<file path="config.mk">
export PLATFORM = sky130hd
export DESIGN_NAME = keyboard_encoder_with_strobe
export DESIGN_NICKNAME = d
export VERILOG_FILES = /design/src/rtl/kbe_pkg.sv /design/src/rtl/keyboard_encoder_with_strobe.sv
export SDC_FILE = /design/constraint.sdc
export NUM_CORES = 1
export LEC_CHECK = 0
export BUFFER_PORTS_ARGS = -buffer_cell sky130_fd_sc_hd__buf_4
export CORE_MARGIN = 5
export CORE_UTILIZATION = 50
export DETAILED_ROUTE_END_ITERATION = 16
export GPL_TIMING_DRIVEN = 0
export PLACE_DENSITY = 0.72
export REMOVE_ABC_BUFFERS = 1
export SYNTH_ARGS = -nofsm -noshare
export SYNTH_HDL_FRONTEND = slang
export SYNTH_SLANG_ARGS = --single-unit
export TNS_END_PERCENT = 1
</file>
<file path="constraint.sdc">
create_clock -name aclk -period 7.3 [get_ports aclk]
set_clock_uncertainty 0.05 [all_clocks]
set_input_delay 1.095 -clock aclk [delete_from_list [all_inputs] [get_ports aclk]]
set_output_delay 1.095 -clock aclk [all_outputs]
set_load 0.005 [all_outputs]
</file>
<file path="src/rtl/kbe_pkg.sv">
// shared types, constants and key translation tables of the keyboard encoder
package kbe_pkg;

    // queue geometry
    localparam int QUEUE_DEPTH = 8;
    localparam int QA_W = (QUEUE_DEPTH > 1) ? $clog2(QUEUE_DEPTH) : 1;
    localparam int QC_W = $clog2(QUEUE_DEPTH + 1);
    localparam int QS_W = QC_W + 1;

    // field widths
    localparam int ACT_W    = 2;
    localparam int KEY_W    = 8;
    localparam int CODE_W   = 9;
    localparam int SW_W     = 4;
    localparam int DATA_W   = 8;
    localparam int PHASE_W  = 3;
    localparam int S_DATA_W = 16;
    localparam int M_DATA_W = 16;

    typedef logic [CODE_W-1:0] code_t;
    typedef logic [KEY_W-1:0]  key_t;

    typedef enum logic [ACT_W-1:0] {
        ACT_KEY_DOWN = 2'd0,
        ACT_KEY_UP   = 2'd1,
        ACT_TICK     = 2'd2,
        ACT_NONE     = 2'd3
    } action_t;

    // special host key codes
    localparam key_t KEY_BREAK = 8'h13;
    localparam key_t KEY_CAPS  = 8'h14;
    localparam key_t KEY_KANA  = 8'h15;
    localparam key_t KEY_F1    = 8'h70;
    localparam key_t KEY_F4    = 8'h73;
    localparam key_t CTRL_LO   = 8'h40;
    localparam key_t CTRL_HI   = 8'h5f;
    localparam code_t CTRL_OFS = 9'h040;
    localparam code_t SHIFT_BIT = 9'h100;
    localparam code_t KANA_BIT  = 9'h080;

    // frame sequence phases
    localparam logic [PHASE_W-1:0] PH_POP    = 3'd0;
    localparam logic [PHASE_W-1:0] PH_STB_HI = 3'd1;
    localparam logic [PHASE_W-1:0] PH_STB_LO = 3'd2;
    localparam logic [PHASE_W-1:0] PH_LAST   = 3'd5;

    // control and cursor keys, shared by all tables (kana sets bit 7)
    function automatic code_t ctl_code(input key_t key);
        code_t c;
        c = '0;
        case (key)
            8'h08: c = 9'h008;
            8'h09: c = 9'h009;
            8'h0d: c = 9'h00a;
            8'h12: c = 9'h061;
            8'h1b: c = 9'h01b;
            8'h20: c = 9'h020;
            8'h24: c = 9'h063;
            8'h25: c = 9'h175;
            8'h26: c = 9'h066;
            8'h27: c = 9'h075;
            8'h28: c = 9'h166;
            8'h2d: c = 9'h064;
            8'h2e: c = 9'h164;
            default: c = '0;
        endcase
        return c;
    endfunction

    // numeric keypad, same in all tables
    function automatic code_t pad_code(input key_t key);
        code_t c;
        c = '0;
        case (key)
            8'h6a: c = 9'h02a;
            8'h6b: c = 9'h02b;
            8'h6d: c = 9'h02d;
            8'h6e: c = 9'h02e;
            8'h6f: c = 9'h02f;
            default: begin
                if (key >= 8'h60 && key <= 8'h69) begin
                    c = code_t'(key) - 9'h030;
                end
            end
        endcase
        return c;
    endfunction

    function automatic code_t plain_code(input key_t key);
        code_t c;
        c = '0;
        case (key)
            8'hba: c = 9'h03a;
            8'hbb: c = 9'h03b;
            8'hbc: c = 9'h02c;
            8'hbd: c = 9'h02d;
            8'hbe: c = 9'h02e;
            8'hbf: c = 9'h02f;
            8'hc0: c = 9'h040;
            8'hdb: c = 9'h05b;
            8'hdc: c = 9'h05c;
            8'hdd: c = 9'h05d;
            8'hde: c = 9'h05e;
            8'he2: c = 9'h05f;
            default: begin
                if ((key >= 8'h30 && key <= 8'h39) || (key >= 8'h41 && key <= 8'h5a)) begin
                    c = code_t'(key);
                end
            end
        endcase
        return c;
    endfunction

    function automatic code_t shift_code(input key_t key);
        code_t c;
        c = '0;
        case (key)
            8'hba: c = 9'h02a;
            8'hbb: c = 9'h02b;
            8'hbc: c = 9'h03c;
            8'hbd: c = 9'h03d;
            8'hbe: c = 9'h03e;
            8'hbf: c = 9'h02f;
            8'he2: c = 9'h05f;
            default: begin
                if (key >= 8'h31 && key <= 8'h39) begin
                    c = code_t'(key) - 9'h010;
                end else if (key >= 8'h41 && key <= 8'h5a) begin
                    c = code_t'(key);
                end
            end
        endcase
        return c;
    endfunction

    function automatic code_t kana_code(input key_t key);
        code_t c;
        c = '0;
        case (key)
            8'h30: c = 9'h0dc;  8'h31: c = 9'h0c7;  8'h32: c = 9'h0cc;  8'h33: c = 9'h0b1;
            8'h34: c = 9'h0b3;  8'h35: c = 9'h0b4;  8'h36: c = 9'h0b5;  8'h37: c = 9'h0d4;
            8'h38: c = 9'h0d5;  8'h39: c = 9'h0d6;
            8'h41: c = 9'h0c1;  8'h42: c = 9'h0ba;  8'h43: c = 9'h0bf;  8'h44: c = 9'h0bc;
            8'h45: c = 9'h0b2;  8'h46: c = 9'h0ca;  8'h47: c = 9'h0b7;  8'h48: c = 9'h0b8;
            8'h49: c = 9'h0c6;  8'h4a: c = 9'h0cf;  8'h4b: c = 9'h0c9;  8'h4c: c = 9'h0d8;
            8'h4d: c = 9'h0d3;  8'h4e: c = 9'h0d0;  8'h4f: c = 9'h0d7;
            8'h50: c = 9'h0be;  8'h51: c = 9'h0c0;  8'h52: c = 9'h0bd;  8'h53: c = 9'h0c4;
            8'h54: c = 9'h0b6;  8'h55: c = 9'h0c5;  8'h56: c = 9'h0cb;  8'h57: c = 9'h0c3;
            8'h58: c = 9'h0bb;  8'h59: c = 9'h0dd;  8'h5a: c = 9'h0c2;
            8'hba: c = 9'h0b9;  8'hbb: c = 9'h0da;  8'hbc: c = 9'h0c8;  8'hbd: c = 9'h0ce;
            8'hbe: c = 9'h0d9;  8'hbf: c = 9'h0d2;  8'hc0: c = 9'h0de;
            8'hdb: c = 9'h0df;  8'hdc: c = 9'h0b0;  8'hdd: c = 9'h0d1;  8'hde: c = 9'h0cd;
            8'he2: c = 9'h0db;
            default: c = '0;
        endcase
        return c;
    endfunction

    function automatic code_t kana_shift_code(input key_t key);
        code_t c;
        c = '0;
        case (key)
            8'h30: c = 9'h0a6;  8'h33: c = 9'h0a7;  8'h34: c = 9'h0a9;  8'h35: c = 9'h0aa;
            8'h36: c = 9'h0ab;  8'h37: c = 9'h0ac;  8'h38: c = 9'h0ad;  8'h39: c = 9'h0ae;
            8'h45: c = 9'h0a8;  8'h5a: c = 9'h0af;
            8'hbc: c = 9'h0a4;  8'hbe: c = 9'h0a1;  8'hbf: c = 9'h0a5;
            8'hdb: c = 9'h0a2;  8'hdd: c = 9'h0a3;
            default: c = '0;
        endcase
        return c;
    endfunction

    // full translation of a key-down, shift flag in bit 8
    function automatic code_t translate(input key_t key, input logic kana,
                                        input logic shift, input logic ctrl);
        code_t c;
        code_t ctl;
        logic  ctrl_range;
        ctl = ctl_code(key);
        ctrl_range = ctrl && key >= CTRL_LO && key <= CTRL_HI;
        if (ctrl_range) begin
            c = kana ? code_t'(key) + CTRL_OFS : code_t'(key) - CTRL_OFS;
        end else if (ctl != '0) begin
            c = kana ? (ctl | KANA_BIT) : ctl;
        end else begin
            case ({kana, shift})
                2'b00:   c = plain_code(key);
                2'b01:   c = shift_code(key);
                2'b10:   c = kana_code(key);
                2'b11:   c = kana_shift_code(key);
                default: c = '0;
            endcase
            c = c | pad_code(key);
        end
        if (shift) begin
            c = c | SHIFT_BIT;
        end
        return c;
    endfunction

endpackage

</file>
<file path="src/rtl/keyboard_encoder_with_strobe.sv">
// keyboard encoder top level: key translation, code queue and strobe sequence
//
// Takes one beat per clock and returns exactly one result beat per input beat, so
// it sustains one item per cycle while m_tready stays high; a result is held in the
// output register and the input side keeps taking beats as long as that register
// is empty or being drained. Translated key codes are kept in a QUEUE_DEPTH-entry
// memory with one write and one registered read port; the read port prefetches
// the entry at the next queue head every cycle, with a bypass for a code written
// to that same entry, so a frame tick can pop in the cycle it arrives. The memory
// needs no clearing after reset: an entry is only used after it was written.
module keyboard_encoder_with_strobe (
    input  logic                          aclk,
    input  logic                          aresetn,
    input  logic                          s_tvalid,
    output logic                          s_tready,
    // [7:0] host_key, [8] shift_held, [9] ctrl_held, rest zero
    input  logic [kbe_pkg::S_DATA_W-1:0]  s_tdata,
    // [1:0] action
    input  logic [kbe_pkg::ACT_W-1:0]     s_tuser,
    output logic                          m_tvalid,
    input  logic                          m_tready,
    // [0] nmi_pulse, [4:1] switch_lines, [12:5] data_byte, [13] strobe_res,
    // [14] shift_line, [15] queue_dropped
    output logic [kbe_pkg::M_DATA_W-1:0]  m_tdata
);
    import kbe_pkg::*;

    // code queue memory and its prefetch path
    code_t             queue_mem [QUEUE_DEPTH];
    code_t             rd_data_reg;
    code_t             byp_data_reg;
    logic              byp_reg;
    logic [QA_W-1:0]   rd_addr;
    logic              wr_en;
    logic [QA_W-1:0]   wr_addr;
    code_t             wr_data;
    code_t             head_data;

    // control state
    logic [QC_W-1:0]    count_reg,   count_next;
    logic [QA_W-1:0]    head_reg,    head_next;
    code_t              cur_reg,     cur_next;
    logic [PHASE_W-1:0] phase_reg,   phase_next;
    logic               kana_reg,    kana_next;
    logic [SW_W-1:0]    switch_reg,  switch_next;
    logic [DATA_W-1:0]  data_reg,    data_next;
    logic               strobe_reg,  strobe_next;
    logic               shift_reg,   shift_next;
    logic               m_valid_reg;
    logic [M_DATA_W-1:0] m_data_reg;

    // beat fields
    action_t            act;
    key_t               key;
    logic               in_shift;
    logic               in_ctrl;
    logic               accept;
    logic               nmi;
    logic               dropped;
    code_t              code;
    logic [QS_W-1:0]    tail_sum;
    logic [1:0]         fkey;
    logic               is_fkey;

    assign act      = action_t'(s_tuser);
    assign key      = s_tdata[KEY_W-1:0];
    assign in_shift = s_tdata[KEY_W];
    assign in_ctrl  = s_tdata[KEY_W+1];
    assign s_tready = !m_valid_reg || m_tready;
    assign accept   = s_tvalid && s_tready;
    assign is_fkey  = key >= KEY_F1 && key <= KEY_F4;
    assign fkey     = 2'(key - KEY_F1);
    assign code     = translate(key, kana_reg, in_shift, in_ctrl);
    assign head_data = byp_reg ? byp_data_reg : rd_data_reg;

    // tail slot of the queue
    always_comb begin
        tail_sum = QS_W'(head_reg) + QS_W'(count_reg);
        if (tail_sum >= QS_W'(QUEUE_DEPTH)) begin
            tail_sum = tail_sum - QS_W'(QUEUE_DEPTH);
        end
    end
    assign wr_addr = tail_sum[QA_W-1:0];
    assign wr_data = code;

    // item processing
    always_comb begin
        count_next  = count_reg;
        head_next   = head_reg;
        cur_next    = cur_reg;
        phase_next  = phase_reg;
        kana_next   = kana_reg;
        switch_next = switch_reg;
        data_next   = data_reg;
        strobe_next = strobe_reg;
        shift_next  = shift_reg;
        nmi         = 1'b0;
        dropped     = 1'b0;
        wr_en       = 1'b0;
        case (act)
            ACT_KEY_DOWN: begin
                if (key == KEY_BREAK) begin
                    nmi = 1'b1;
                end else if (key == KEY_CAPS) begin
                    kana_next = 1'b0;
                end else if (key == KEY_KANA) begin
                    kana_next = !kana_reg;
                end else if (is_fkey) begin
                    switch_next[fkey] = 1'b0;
                end else if (code != '0) begin
                    if (count_reg == QC_W'(QUEUE_DEPTH)) begin
                        dropped = 1'b1;
                    end else begin
                        wr_en      = accept;
                        count_next = count_reg + 1'b1;
                    end
                end
            end
            ACT_KEY_UP: begin
                if (is_fkey) begin
                    switch_next[fkey] = 1'b1;
                end
            end
            ACT_TICK: begin
                case (phase_reg)
                    PH_POP: begin
                        if (count_reg == '0) begin
                            cur_next = '0;
                        end else begin
                            cur_next   = head_data;
                            count_next = count_reg - 1'b1;
                            head_next  = (head_reg == QA_W'(QUEUE_DEPTH - 1)) ?
                                         '0 : head_reg + 1'b1;
                        end
                        if (cur_next != '0) begin
                            shift_next = cur_next[CODE_W-1];
                            if (cur_next[DATA_W-1:0] != '0) begin
                                data_next = cur_next[DATA_W-1:0];
                            end
                        end
                    end
                    PH_STB_HI: begin
                        if (cur_reg[DATA_W-1:0] != '0) begin
                            strobe_next = 1'b1;
                        end
                    end
                    PH_STB_LO: begin
                        if (cur_reg[DATA_W-1:0] != '0) begin
                            strobe_next = 1'b0;
                        end
                    end
                    default: ;
                endcase
                phase_next = (phase_reg >= PH_LAST) ? '0 : phase_reg + 1'b1;
            end
            default: ;
        endcase
    end

    // prefetch follows the head that the next beat will see
    assign rd_addr = (!aresetn) ? '0 : (accept ? head_next : head_reg);

    // queue memory, one write and one registered read
    always_ff @(posedge aclk) begin
        if (wr_en) begin
            queue_mem[wr_addr] <= wr_data;
        end
        rd_data_reg  <= queue_mem[rd_addr];
        byp_reg      <= wr_en && (wr_addr == rd_addr);
        byp_data_reg <= wr_data;
    end

    // control registers
    always_ff @(posedge aclk) begin
        if (!aresetn) begin
            count_reg   <= '0;
            head_reg    <= '0;
            cur_reg     <= '0;
            phase_reg   <= '0;
            kana_reg    <= 1'b0;
            switch_reg  <= '1;
            data_reg    <= '0;
            strobe_reg  <= 1'b0;
            shift_reg   <= 1'b0;
            m_valid_reg <= 1'b0;
        end else begin
            if (accept) begin
                count_reg  <= count_next;
                head_reg   <= head_next;
                cur_reg    <= cur_next;
                phase_reg  <= phase_next;
                kana_reg   <= kana_next;
                switch_reg <= switch_next;
                data_reg   <= data_next;
                strobe_reg <= strobe_next;
                shift_reg  <= shift_next;
            end
            if (accept) begin
                m_valid_reg <= 1'b1;
            end else if (m_tready) begin
                m_valid_reg <= 1'b0;
            end
        end
    end

    // result beat register
    always_ff @(posedge aclk) begin
        if (accept) begin
            m_data_reg <= {dropped, shift_next, strobe_next, data_next, switch_next, nmi};
        end
    end

    assign m_tvalid = m_valid_reg;
    assign m_tdata  = m_data_reg;

endmodule

</file>
==> results.cfg <==
[worst_setup_path]
critPathRequiredTime_ps = 7290
critical_path_class = in2reg
cp-end-kind = flop
cp-start-kind = input port
arrival_ps = 6670
path_max_fanout = 27

[placed_design]
place_area_um2 = 8860
routabilityCongestion = 0.974
place_hpwl_um = 17000
io_buffers = 33

[sta]
hold_ws_ps = 412
setup_viol = 0
rsz0062_at_grt = no
maxClockFrequency_ghz = 0.150
min_period_ps = 6680
hold_viol_final = 0
slew_viol_final = 0
period_share = 0.916
relSlewSlack = 0.235
tightest_slew_ps = 1140

[floorplanning]
start_util = 0.503
row_count = 48
ios = 40
core_um2 = 17100
dieArea_um2 = 19900
die_h_um = 141
die_w_um = 141

[global_routing]
grt_max_degree = 62
gr-max-usage-layer = met2
grt_pass1_wl_um = 38500
grt_overflow = 0
grt_use_met2 = 0.370
grt_usage = 0.248
antenna_found_initial = 0
grt_pass1_vias = 6806
met1_usage = 0.348
grt_util_met3 = 0.0529

[routing]
first_pass_iters = 6
final_antenna_net_count = 0
routed_wirelength_um = 24800
vias = 7322
routedWlPerCell_um = 22.4
drtIter0Drc = 1041
drc_errors = 0
viasPerCell = 6.61

[yosys]
postSynth.asyncResetShare = 0
ys_seq_area_frac = 0.432
synth_area_leaders = edfxtp_1 (31%), dfxtp_1 (12%), mux2i_1 (5.8%), nand2_1 (3.9%), ha_1 (3.8%)
syn_area_um2 = 8580
yosysTopAreaCellShare = 0.308
synth_top_area_cell = edfxtp_1
yosysUniqueCellTypes = 92
synth_enable_flop_cells = 88
avgSynthCellArea_um2 = 9.76
synthCells = 879
synthFlopType = edfxtp_1
ys_ff_latch = 141
yosysWarnings = 0

[clock_tree]
clk_path_buf_depth = 2
cts-root-buf = clkbuf_16
clk_latency_ps = 420
cts_resized = 0
cts_setup_buffers = 0
cts_sinks = 141
cts_tree = yes
htree_levels = 4
ctsHoldBuffers = 0
cts_buffers = 17
clk_pin_slew_ps = 60

[power]
pwr-share-comb = 0.132
power-per-cell-area_nw_per_um2 = 218
leakagePower_nw = 3.23
p_int_mw = 1.50
seq_power_share = 0.437
irDropWorstVdd_mv = 0.158
p_clk_frac = 0.432
switching_share = 0.275
power_switching_mw = 0.569

[finish]
largest_reg_flops = 72
layout_commonest_cell = nand2_1
top_register = queue_mem
fin_area_um2 = 9490
nets = 920
antenna_cells = 0
final_cell_mix = nand2_1 (89), edfxtp_1 (88), a21oi_1 (59), dfxtp_1 (53), mux2i_1 (50)
fillers = 1503
area_growth_syn_to_layout_pct = 10.5
drive_gt1_frac = 0.122

[job]
maxCapViolations = 0

[status]
run_status = finished clean

[worst_hold_path]
hp-class = reg2reg
[area by class of cell]
| cell class | count | area [µm²] | area share |
|---|---|---|---|
| multi-input cells | 644 | 4490 | 0.474 |
| well taps | 225 | 282 | 0.0297 |
| inverters | 32 | 120 | 0.0127 |
| repair buffers | 34 | 268 | 0.0282 |
| clock inverters | 15 | 195 | 0.0206 |
| flip-flops and latches | 141 | 3700 | 0.390 |
| clock buffers | 17 | 425 | 0.0448 |
[synthesized netlist by cell type (all sizes together), types with 5 or more instances]
cell type,instances
a211oi,12
a21o,6
a21oi,59
a22o,10
a31oi,16
a41oi,6
and2,9
and3,9
buf,26
clkbuf,36
dfxtp,53
edfxtp,88
ha,26
inv,31
mux2i,50
mux4,9
nand2,89
nand2b,17
nand3,30
nand3b,11
nand4,9
nor2,49
nor2b,8
nor3,28
nor3b,5
nor4,10
o21ai,30
o22ai,11
o31ai,10
o41ai,5
or2,10
xnor2,8
[critical path, stage by stage]
cell	delay [ps]
buf_4	150
inv_1	250
ha_1	940
nand2_1	320
nor3_1	580
o22ai_1	290
a211oi_1	640
a21oi_1	160
o221ai_1	840
nor3_1	100
nand4b_1	220
nand3b_1	210
nor2_1	850
[metrics by stage]
stage	worst slack [ps]	power, mW	instances	utilization	TNS [ps]
after floorplan	1680	1.08	817	-	0
after global placement	-117	1.18	1075	0.517	-1270
after detailed placement	411	1.19	1076	0.520	0
after CTS	855	2.07	1108	0.556	0
after global routing	371	2.14	1108	0.556	0
final	617	2.07	1108	0.556	0
[per-layer routing]
layer	up-vias	part of all wire	routed length, µm
met2	403	0.45	11100
li1	3349	-	-
met4	0	0.039	962
met3	68	0.085	2120
met1	3502	0.43	10600
met5	-	0	0
[power groups by stage]
stage                     sequential [mW]  clock (mW)  combinational [mW]
final                               0.903       0.894               0.272
after global placement              0.919           0               0.264
after floorplan                     0.917           0               0.164
after CTS                           0.903       0.902               0.267
after detailed placement            0.920           0               0.266
after global routing                0.906       0.943               0.295
[kinds of logic (layout without fill, tap and decap cells)]
family / after synthesis / after routing / share of synthesized area
AO/OA/AOI/OAI: 231 / 231 / 0.188
XOR/XNOR: 11 / 11 / 0.0112
adder cells (fa/ha/maj): 28 / 28 / 0.0426
buffers and inverters: 94 / 98 / 0.0484
flip-flops: 141 / 141 / 0.432
multiplexers: 61 / 61 / 0.0846
AND/OR/NAND/NOR: 313 / 313 / 0.194
[final timing paths]
kind,startpoint,depth (start not counted),endpoint,slack (ps)
setup / recovery,s_tdata[1],13,queue_mem[5][8],620
setup reg to reg,kana_reg,8,queue_mem[5][8],2900
hold reg to reg,data_reg[5],2,data_reg[5],410
hold / removal,data_reg[5],2,data_reg[5],410
(Power assumes the default switching activity.)
